File: config.mk
export PLATFORM = sky130hd
export DESIGN_NAME = clock_mux_divider_rate_select_core
export DESIGN_NICKNAME = d
export VERILOG_FILES = /design/src/hdl/cdr_pkg.sv /design/src/hdl/cdr_div.sv /design/src/hdl/clock_mux_divider_rate_select_core.sv
export SDC_FILE = /design/constraint.sdc
export NUM_CORES = 2
export LEC_CHECK = 0
export ABC_AREA = 1
export ABC_CLOCK_PERIOD_IN_PS = 7300
export CELL_PAD_IN_SITES_DETAIL_PLACEMENT = 0
export CELL_PAD_IN_SITES_GLOBAL_PLACEMENT = 2
export CORE_AREA = 5 5 321 323
export DETAILED_ROUTE_END_ITERATION = 8
export DIE_AREA = 0 0 326 328
export DONT_BUFFER_PORTS = 1
export PLACE_DENSITY_LB_ADDON = 0.1
export SKIP_CTS_REPAIR_TIMING = 1
export SYNTH_ARGS = -nofsm -noshare
export SYNTH_HDL_FRONTEND = slang
export SYNTH_SLANG_ARGS = --single-unit
File: constraint.sdc
create_clock -name clk -period 7.3 [get_ports clk]
set_input_delay 1.46 -clock clk [delete_from_list [all_inputs] [get_ports clk]]
set_output_delay 1.46 -clock clk [all_outputs]
set_load 0.05 [all_outputs]
File: src/hdl/cdr_pkg.sv
`default_nettype none
package cdr_pkg;
  localparam int RATE_BITS = 32;
  localparam int SEL_BITS = 3;
  localparam int DIV_BITS = 8;
  localparam int MAX_DIV_BITS = 8;
  localparam int PARENT_COUNT = 1 << SEL_BITS;
  localparam int DCNT_BITS = $clog2(RATE_BITS + 1);

  localparam logic [1:0] KIND_RATE = 2'd0;
  localparam logic [1:0] KIND_PARENT = 2'd1;
  localparam logic [1:0] KIND_GATE = 2'd2;
  localparam logic [1:0] KIND_BAD = 2'd3;

  localparam logic REG_MUX_WIDTH = 1'b0;
  localparam logic REG_DIV_WIDTH = 1'b1;

  typedef logic [RATE_BITS-1:0] rate_t;

  typedef struct packed {
    logic  start;
    rate_t num;
    rate_t den;
  } div_req_t;

  typedef struct packed {
    logic  done;
    rate_t quo;
    logic  rem_nz;
  } div_rsp_t;
endpackage
`default_nettype wire

File: src/hdl/cdr_div.sv
`default_nettype none
// restoring divider, one quotient bit per cycle
module cdr_div (
  input  wire logic              clk,
  input  wire logic              rst,
  input  wire cdr_pkg::div_req_t req,
  output cdr_pkg::div_rsp_t      rsp
);
  logic [cdr_pkg::RATE_BITS:0] rem;
  cdr_pkg::rate_t quo;
  cdr_pkg::rate_t den;
  logic [cdr_pkg::DCNT_BITS-1:0] cnt;
  logic busy;
  logic done;
  logic [cdr_pkg::RATE_BITS:0] rem_sh;
  logic [cdr_pkg::RATE_BITS:0] rem_sub;
  logic fits;

  always_comb begin
    rem_sh = {rem[cdr_pkg::RATE_BITS-1:0], quo[cdr_pkg::RATE_BITS-1]};
    rem_sub = rem_sh - {1'b0, den};
    fits = rem_sh >= {1'b0, den};
  end

  always_ff @(posedge clk) begin
    if (rst) begin
      busy <= 1'b0;
      done <= 1'b0;
      cnt <= '0;
    end else begin
      done <= 1'b0;
      if (req.start) begin
        busy <= 1'b1;
        cnt <= '0;
      end else if (busy) begin
        if (cnt == cdr_pkg::DCNT_BITS'(cdr_pkg::RATE_BITS - 1)) begin
          busy <= 1'b0;
          done <= 1'b1;
        end
        cnt <= cnt + 1'b1;
      end
    end
  end

  always_ff @(posedge clk) begin
    if (req.start) begin
      rem <= '0;
      quo <= req.num;
      den <= req.den;
    end else if (busy) begin
      rem <= fits ? rem_sub : rem_sh;
      quo <= {quo[cdr_pkg::RATE_BITS-2:0], fits};
    end
  end

  assign rsp.done = done;
  assign rsp.quo = quo;
  assign rsp.rem_nz = |rem;
endmodule
`default_nettype wire

File: src/hdl/clock_mux_divider_rate_select_core.sv
// clock mux / divider rate select core
// input channel s_axis: tuser carries the item kind (set target rate, load a
// parent rate entry, set the gate), tdata carries the operands
// output channel m_axis: one result item per input item, with status in
// tuser and the select field, divider field, current rate and gate in tdata
// config port: cfg_we/cfg_addr/cfg_data write mux_width (0) or div_width (1)
// every item ends with one division for the current rate; a rate request
// walks the parent table, each entry costing up to two divisions
// (ceil(p/target) and p/div) plus a compare, for up to eight parents;
// all of these divisions run on the shared serial divider
// throughput: one item at a time, s_axis_tready is high only while idle
// a finished result sits in the output register; if the receiver stalls the
// next item may be accepted and worked, holding in its last step until the
// output register frees up
// reset clears the parent table, the fields, the gate and both widths
`default_nettype none
module clock_mux_divider_rate_select_core (
  input  wire logic        clk,
  input  wire logic        rst,
  input  wire logic        s_axis_tvalid,
  output logic             s_axis_tready,
  // target_rate[31:0], parent_index[34:32], parent_value[66:35], gate_enable[67]
  input  wire logic [71:0] s_axis_tdata,
  // kind[1:0]
  input  wire logic [1:0]  s_axis_tuser,
  output logic             m_axis_tvalid,
  input  wire logic        m_axis_tready,
  // mux_select[2:0], divider_field[10:3], current_rate[42:11], gate_off[43]
  output logic [47:0]      m_axis_tdata,
  // status[0]
  output logic             m_axis_tuser,
  input  wire logic        cfg_we,
  input  wire logic        cfg_addr,
  input  wire logic [3:0]  cfg_data
);
  localparam logic [3:0] S_IDLE  = 4'd0;
  localparam logic [3:0] S_FETCH = 4'd1;
  localparam logic [3:0] S_DIV1  = 4'd2;
  localparam logic [3:0] S_DIV2  = 4'd3;
  localparam logic [3:0] S_CMP   = 4'd4;
  localparam logic [3:0] S_FIN   = 4'd5;
  localparam logic [3:0] S_RATE  = 4'd6;
  localparam logic [3:0] S_RWAIT = 4'd7;
  localparam logic [3:0] S_OUT   = 4'd8;

  localparam int SB = cdr_pkg::SEL_BITS;
  localparam int DB = cdr_pkg::DIV_BITS;

  logic [3:0] state;
  logic [1:0] mux_width;
  logic [3:0] div_width;

  cdr_pkg::rate_t parents [cdr_pkg::PARENT_COUNT];
  logic [SB-1:0] select_field;
  logic [DB-1:0] divisor_field;
  logic gate_closed;

  // item operands
  cdr_pkg::rate_t target;
  logic status;

  // search state
  logic [SB-1:0] idx;
  cdr_pkg::rate_t p;
  logic [DB:0] div;
  cdr_pkg::rate_t now;
  cdr_pkg::rate_t win_rate;
  logic [DB:0] win_div;
  logic [SB-1:0] win_sel;
  logic [SB-1:0] out_sel;
  logic [DB-1:0] out_dfield;

  logic out_valid;
  logic [47:0] out_data;
  logic out_status;

  cdr_pkg::div_req_t dreq;
  cdr_pkg::div_rsp_t drsp;

  // effective widths and masks
  logic [3:0] dw;
  logic [SB-1:0] sfld_mask;
  logic [DB:0] div_max;
  logic [DB-1:0] dfld_mask;
  logic mw_zero;
  logic dw_zero;
  logic [DB:0] ceil_div;
  logic [DB:0] div_m1;
  logic [DB:0] bdiv_m1;
  cdr_pkg::rate_t diff_now;
  cdr_pkg::rate_t diff_best;
  logic [SB-1:0] fetch_idx;
  logic [SB-1:0] rd_sel;
  logic [DB-1:0] rd_dfield;
  logic out_free;

  always_comb begin
    dw = (div_width > 4'(cdr_pkg::MAX_DIV_BITS)) ? 4'(cdr_pkg::MAX_DIV_BITS) : div_width;
    sfld_mask = SB'((1 << mux_width) - 1);
    div_max = (DB + 1)'(1) << dw;
    dfld_mask = DB'(div_max - 1'b1);
    mw_zero = mux_width == 2'd0;
    dw_zero = dw == 4'd0;
    fetch_idx = mw_zero ? '0 : idx;
    // clamp ceil(p/target) to the largest divisor
    if (drsp.quo >= cdr_pkg::RATE_BITS'(div_max)) begin
      ceil_div = div_max;
    end else begin
      ceil_div = drsp.quo[DB:0] + (DB + 1)'(drsp.rem_nz);
    end
    div_m1 = ceil_div - 1'b1;
    bdiv_m1 = win_div - 1'b1;
    diff_now = (target > now) ? target - now : now - target;
    diff_best = (target > win_rate) ? target - win_rate : win_rate - target;
    rd_sel = select_field & sfld_mask;
    rd_dfield = divisor_field & dfld_mask;
    out_free = !out_valid || m_axis_tready;
  end

  // divider requests
  always_comb begin
    dreq.start = 1'b0;
    dreq.num = p;
    dreq.den = target;
    unique case (state)
      S_FETCH: begin
        dreq.num = parents[fetch_idx];
        dreq.start = !dw_zero && (mw_zero || parents[fetch_idx] != '0);
      end
      S_DIV1: begin
        dreq.den = cdr_pkg::RATE_BITS'(ceil_div);
        dreq.start = drsp.done && !mw_zero;
      end
      S_RATE: begin
        dreq.num = parents[rd_sel];
        dreq.den = cdr_pkg::RATE_BITS'(rd_dfield) + 1'b1;
        dreq.start = 1'b1;
      end
      default: ;
    endcase
  end

  cdr_div u_div (
    .clk(clk),
    .rst(rst),
    .req(dreq),
    .rsp(drsp)
  );

  assign s_axis_tready = state == S_IDLE;

  always_ff @(posedge clk) begin
    if (rst) begin
      mux_width <= '0;
      div_width <= '0;
    end else if (cfg_we) begin
      unique case (cfg_addr)
        cdr_pkg::REG_MUX_WIDTH: mux_width <= cfg_data[1:0];
        cdr_pkg::REG_DIV_WIDTH: div_width <= cfg_data;
        default: ;
      endcase
    end
  end

  always_ff @(posedge clk) begin
    if (rst) begin
      state <= S_IDLE;
      for (int k = 0; k < cdr_pkg::PARENT_COUNT; k++) parents[k] <= '0;
      select_field <= '0;
      divisor_field <= '0;
      gate_closed <= 1'b0;
    end else begin
      unique case (state)
        S_IDLE: begin
          if (s_axis_tvalid) begin
            target <= s_axis_tdata[31:0];
            idx <= '0;
            win_rate <= '0;
            win_div <= '0;
            win_sel <= '0;
            unique case (s_axis_tuser)
              cdr_pkg::KIND_RATE: begin
                if (s_axis_tdata[31:0] == '0 || (mux_width == 2'd0 && dw_zero)) begin
                  status <= 1'b1;
                  state <= S_RATE;
                end else begin
                  status <= 1'b0;
                  state <= S_FETCH;
                end
              end
              cdr_pkg::KIND_PARENT: begin
                parents[s_axis_tdata[34:32]] <= s_axis_tdata[66:35];
                status <= 1'b0;
                state <= S_RATE;
              end
              cdr_pkg::KIND_GATE: begin
                gate_closed <= !s_axis_tdata[67];
                status <= 1'b0;
                state <= S_RATE;
              end
              default: begin
                status <= 1'b1;
                state <= S_RATE;
              end
            endcase
          end
        end
        S_FETCH: begin
          p <= parents[fetch_idx];
          if (dreq.start) begin
            state <= S_DIV1;
          end else if (parents[fetch_idx] == '0) begin
            if (idx == sfld_mask) state <= S_FIN;
            else idx <= idx + 1'b1;
          end else begin
            // mux only: score the parent itself
            now <= parents[fetch_idx];
            state <= S_CMP;
          end
        end
        S_DIV1: begin
          if (drsp.done) begin
            div <= ceil_div;
            if (mw_zero) begin
              divisor_field <= (divisor_field & ~dfld_mask) | (div_m1[DB-1:0] & dfld_mask);
              state <= S_RATE;
            end else begin
              state <= S_DIV2;
            end
          end
        end
        S_DIV2: begin
          if (drsp.done) begin
            now <= drsp.quo;
            state <= S_CMP;
          end
        end
        S_CMP: begin
          if (diff_now < diff_best) begin
            win_rate <= now;
            win_div <= div;
            win_sel <= idx;
          end
          if (idx == sfld_mask) state <= S_FIN;
          else begin
            idx <= idx + 1'b1;
            state <= S_FETCH;
          end
        end
        S_FIN: begin
          // nothing found: parent zero, and for the combined search the largest divisor
          if (win_rate == '0) begin
            select_field <= select_field & ~sfld_mask;
            if (!dw_zero) begin
              divisor_field <= (divisor_field & ~dfld_mask) |
                               (DB'(div_max - 1'b1) & dfld_mask);
            end
          end else begin
            select_field <= (select_field & ~sfld_mask) | (win_sel & sfld_mask);
            if (!dw_zero) begin
              divisor_field <= (divisor_field & ~dfld_mask) | (bdiv_m1[DB-1:0] & dfld_mask);
            end
          end
          state <= S_RATE;
        end
        S_RATE: begin
          out_sel <= rd_sel;
          out_dfield <= rd_dfield;
          state <= S_RWAIT;
        end
        S_RWAIT: begin
          if (drsp.done) state <= S_OUT;
        end
        S_OUT: begin
          if (out_free) state <= S_IDLE;
        end
        default: state <= S_IDLE;
      endcase
    end
  end

  // output register valid: set as the item leaves, cleared when taken
  always_ff @(posedge clk) begin
    if (rst) begin
      out_valid <= 1'b0;
    end else if (state == S_OUT && out_free) begin
      out_valid <= 1'b1;
    end else if (m_axis_tready) begin
      out_valid <= 1'b0;
    end
  end

  // result payload, loaded as the item leaves
  always_ff @(posedge clk) begin
    if (state == S_OUT && out_free) begin
      out_data <= {4'd0, gate_closed, drsp.quo, out_dfield, out_sel};
      out_status <= status;
    end
  end

  assign m_axis_tvalid = out_valid;
  assign m_axis_tdata = out_data;
  assign m_axis_tuser = out_status;
endmodule
`default_nettype wire

# Yosys cells after proc, flatten, opt, wreduce, memory -nomap -nowiden
# Memories as Yosys holds them, arrays and structs flattened.
# Index checks and enable logic that the tools add are counted.
# totals
memories,1
output_inout_bits,51
mem_bits_rw,256
regBits,335
inputBits,84
# classes
shifts,2
eq_ne,24
reduce_logical,42
order_cmp,6
n_bitwise,17
addsub,13
n_mux,66
# memory_table
name,depth,word_bits,rd,rd_clocked_by_memory_dff,wr,line_no,rtl
parents,8,32,2,0,8,clock_mux_divider_rate_select_core.sv:53,cdr_pkg::rate_t parents [cdr_pkg::PARENT_COUNT];
# op_table
cell,count
$mux W32,10
$pmux W32 S2,4
$sub A32 B32 Y32,4
$logic_not A32 Y1,3
$gt A32 B32 Y1,2
$mux W8,7
$and A8 B8 Y8,5
$mux W4,10
$pmux W4 S9,1
$ge A33 B32 Y1,1
$mux W3,11
$mux W33,1
$reduce_or A33 Y1,1
$sub A33 B32 Y33,1
$ge A32 B9 Y1,1
$lt A32 B32 Y1,1
$pmux W8 S2,2
$reduce_bool A32 Y1,1
$reduce_or A32 Y1,1
$or A8 B8 Y8,3
$sub A8 B1 Y8 const B,3
$eq A4 B3 Y1 const B,4
$ne A2 B2 Y1 const B,8
$mux W1,15
other kinds (41),70

# Logic depth before layout (Yosys ltp)
# depth
ltp_word,11
mapped_depth,28
mapped_depth_nobuf,28

# Cells and area by module
# From an unflattened synthesis, not the netlist that was laid out.
# unflattened
hier_cells,5290
area_unflattened_um2,39733.1
# by_module_without_submodules
mod,seq_area_each_um2,area_each_um2,cells_each,instances
clock_mux_divider_rate_select_core,14363.8,32638.8,4237,1
cdr_div,2742.6,7094.3,1053,1

# Worst setup path after synthesis
# Ideal clock, no wire load.
# synth_path
path_type,register to register
from,reg target[0]
to,reg win_div[0] (enable)
arrival_ns,5.811
period_less_slack_ns,6.269
stages_incl_launch_ff,29
path_buffers,2
t_required_ns,6.842
setup_slack_ns,1.031
setup_ns,0.458
path_cell_list,edfxtp_1 -> inv_1 -> ha_1 -> inv_1 -> fa_1 -> inv_1 -> o21ai_0 -> nand2_1 -> nand2_1 -> a21oi_1 -> o21ai_0 -> nand2_1 -> nand2_1 -> nand2_1 -> clkbuf_1 -> buf_1 -> nand2_1 -> nand2_1 -> inv_1 -> ha_1 -> nand2_1 -> o21ai_0 -> nand3_1 -> nand2_1 -> nand2_1 -> a21oi_1 -> a211oi_1 -> nand3_1 -> a21oi_1
# synth_via
elab_chain_len,5
elab_cells_between_ends,11
# synth_lines
element,line_no,rtl
start: declaration,clock_mux_divider_rate_select_core.sv:59,cdr_pkg::rate_t target;
start signal: assignment,clock_mux_divider_rate_select_core.sv:176,target <= s_axis_tdata[31:0];
$sub A32 B32 Y32 (tied with other cells),clock_mux_divider_rate_select_core.sv:113,diff_now = (target > now) ? target - now : now - target;
"$mux W32, on equally long branches","clock_mux_divider_rate_select_core.sv:113, clock_mux_divider_rate_select_core.sv:114",
$lt A32 B32 Y1 (*),clock_mux_divider_rate_select_core.sv:239,if (diff_now < diff_best) begin
$ne A2 B2 Y1 (no line) (*),--,
$reduce_and A4 Y1 (no line) (*),--,
end signal: assignment,clock_mux_divider_rate_select_core.sv:241,win_div <= div;
end: declaration,clock_mux_divider_rate_select_core.sv:68,logic [DB:0] win_div;
# Mark *: on every way between the ends. The rest lies on a longest branch, timed or not.
# A chain may end at the register's enable or synchronous reset.

# Final worst setup path
# layout_path
from,reg target[0]
to,reg win_rate[0] (enable)
# layout_via
elab_chain_len,5
elab_cells_between_ends,11
# layout_lines
element,line_no,rtl
$sub A32 B32 Y32 (tied with other cells),clock_mux_divider_rate_select_core.sv:113,
"$mux W32, on equally long branches","clock_mux_divider_rate_select_core.sv:113, clock_mux_divider_rate_select_core.sv:114",
$lt A32 B32 Y1 (*),clock_mux_divider_rate_select_core.sv:239,
$ne A2 B2 Y1 (no line) (*),--,
$reduce_and A4 Y1 (no line) (*),--,
end signal: assignment,clock_mux_divider_rate_select_core.sv:240,win_rate <= now;
end: declaration,clock_mux_divider_rate_select_core.sv:67,cdr_pkg::rate_t win_rate;
# Marked as above.

==> results.ini <==
[timing]
fin_setup_tns_ns = 0
post-route-min-period_ns = 6.412
finalHoldViolations = 0
setup_viol = 0
rsz0062_at_grt = false
layout_setup_ws_ns = 0.8875
finalMaxSlewViolations = 0
tightest_slew_ns = 1.117
max_freq_mhz = 155.9
relSlewSlack_pct = 25.44
fin_crit_sh_pct = 87.84
skew_ns = 0.04016

[global_route]
grt-ovfl-total = 0
grt_pass1_vias = 32720
grt_max_degree = 170
grt_antenna_before_repair = 1
grt_use_total_pct = 27.41
grt_pass1_wl_mm = 219.1

[cells_and_area]
drive_gt1_share_pct = 4.840
seq_area_mm2 = 0.01711
fin_util_pct = 42.67
multi_input_comb_area_mm2 = 0.01858
area_growth_pct = 10.16
fin_cells = 6216
layout_commonest_cell = nand2_1
fillerInstances = 10340
layout_common_cells = 1151 x nand2_1, 721 x nor2_1, 575 x inv_1
nets = 5158

[floorplanning]
core_mm2 = 0.09957
die_w_um = 326
initial_utilization_pct = 38.74
dieHeight_um = 328
num_rows = 116
pin_count = 135
dieArea_mm2 = 0.1069

[clock_network]
cts_sinks = 591
numCtsBuffers = 74
cts.path.max_buffers = 3
clk_pin_slew_ns = 0.06
clk_latency_ns = 0.68
htreeDepth = 3
cts-root-buf = clkbuf_16
cts_tree = built

[placed_design]
io_buffers = 0
dp_hpwl_mm = 110.0
dp_cells = 6081
dp_slack_ns = 0.7605
gp_congestion = 0.9591

[yosys]
ys_warn_count = 0
synth_edf_count = 527
synth_ff_type = edfxtp_1
netlist_area_mm2 = 0.03857
netlist_instances = 4912
synth-seq-cells = 591
ys_types = 57
syn_area_per_cell_um2 = 7.853
yosysSeqAreaShare_pct = 44.35
async_flop_share_pct = 0

[setup_path]
critPathArrivalTime_ns = 6.73
crit_top_cell = nand2_1
path_class = flop to flop
slowest_stage = buf_4
crit_path_max_incr_delay_ns = 0.43
r2r_cells = 25
crit_fanout = 43
start_kind = flop
end_kind = flop
worstPathRequired_ns = 7.62

[detailed_routing]
wl_per_cell_um = 24.25
drc = 0
final_antenna_net_count = 0
vias_per_cell = 5.360
drtIter0Drc = 2686
routed_wl_mm = 150.7
vias = 33320
drtPass1Iterations = 7

[power]
p_leak_nw = 18.12
power_mw = 15.04
irDropWorstVdd_mv = 0.2236
p_per_area_mw_per_mm2 = 354.0

[worst_hold_path]
worst_hold_path_type = flop to flop
hold_depth = 0

[job]
max-cap-violations = 0

[run_status]
outcome = finished clean

-- synth_stat cells, types with 5 or more instances --
master     number  area [um2]
nand2_1      1162        4362
ha_1          210        2628
nand4_1        31       193.9
o21bai_1        9       67.56
buf_6           7       78.83
o22ai_1        19       118.9
inv_2           5       18.77
fa_1            5       100.1
a31oi_1        22       137.6
clkbuf_1      151       566.8
dfxtp_1        64        1281
o221ai_1       45       394.1
o2111ai_1      11       96.34
nor3_1         34       170.2
a211oi_1        6       45.04
inv_1         577        2166
o21ai_1        10       50.05
a21oi_1       390        1952
or2_2           9       56.30
o21a_1         27       202.7
nand3_1       123       615.6
nor4_1         30       187.7
edfxtp_1      527       15830
a41oi_1        22       192.7
a21o_1         12       90.09
o311ai_0        5       43.79
nor2_1        726        2725
a41oi_2        10       162.7
xnor2_1        46       402.9
buf_2          18       90.09
buf_1          13       48.80
o211ai_1       55       412.9
o21ai_0       405        2027
xor2_1         77       674.4
-- cell type report --
type | count | area share [%]
Clock buffer | 97 | 4.806
Sequential cell | 591 | 40.26
Tap cell | 1298 | 3.822
Antenna cell | 1 | 0.005889
Multi-Input combinational cell | 3544 | 43.73
Clock inverter | 37 | 1.022
Timing Repair Buffer | 61 | 1.166
Inverter | 587 | 5.189
-- worst paths after layout --
kind / from / end / slack (ns)
max reg2reg: target[0]$_DFFE_PP_ / win_rate[0]$_SDFFCE_PN0P_ / 0.89
min: out_dfield[1]$_DFFE_PP_ / m_axis_tdata[4]$_DFFE_PP_ / 0.41
max: target[0]$_DFFE_PP_ / win_rate[0]$_SDFFCE_PN0P_ / 0.89
min reg2reg: out_dfield[1]$_DFFE_PP_ / m_axis_tdata[4]$_DFFE_PP_ / 0.41
-- registers in the layout, indices dropped and copies added, names as in the netlist, 6 cells and up, named ones only --
register      cells
div               8
m_axis_tdata     44
now              32
out_dfield        8
p                32
parents         256
target           32
u_div.cnt         6
u_div.den        32
u_div.quo        32
u_div.rem        33
win_div           8
win_rate         32
-- critical path: cells and delay by family (launching register included) --
kind / cells / cell delay [ns]
buffers and inverters: 5 / 1.25
adders and majority gates: 3 / 1.00
DFF: 1 / 0.42
AOI/OAI and AO/OA: 9 / 1.92
and+or+nand+nor: 7 / 1.15
xor gates and xnor gates: 1 / 0.26
-- power by group --
part,internal [mW],leakage [nW],switching [mW]
Clock,2.20,1.20,1.56
Sequential,4.31,5.67,0.416
Combinational,2.01,11.3,4.54
Total,8.52,18.1,6.52
-- cells by family (layout without fill, tap and decap cells) --
family	Yosys count	count (layout)	synth area share (%)
compound gates	1062	1062	15.85
xor+xnor	123	123	2.793
fa+ha+maj	215	215	7.072
buf+inv	780	782	7.827
flops	591	591	44.35
mux	4	4	0.1038
other cells	1	5	0.009722
simple gates	2136	2136	21.99
-- per-stage QoR --
step | hold WS (ns) | instance area (um2)
after global routing | 0.4186 | 42490
after detailed placement | 0.4045 | 40010
final | 0.4145 | 42490
after CTS | 0.4149 | 42490
after floorplan | 0.4003 | 38580
after global placement | 0.4015 | 40010
-- metal layers --
layer	global-route usage, %	routed length [um]	up-vias
li1	-	-	16350
met1	36.29	66100	15820
met2	46.58	71340	920
met3	3.524	7587	225
met4	9.343	5663	2
met5	0	13	-
No activity file was read; power rests on OpenSTA's default activity.
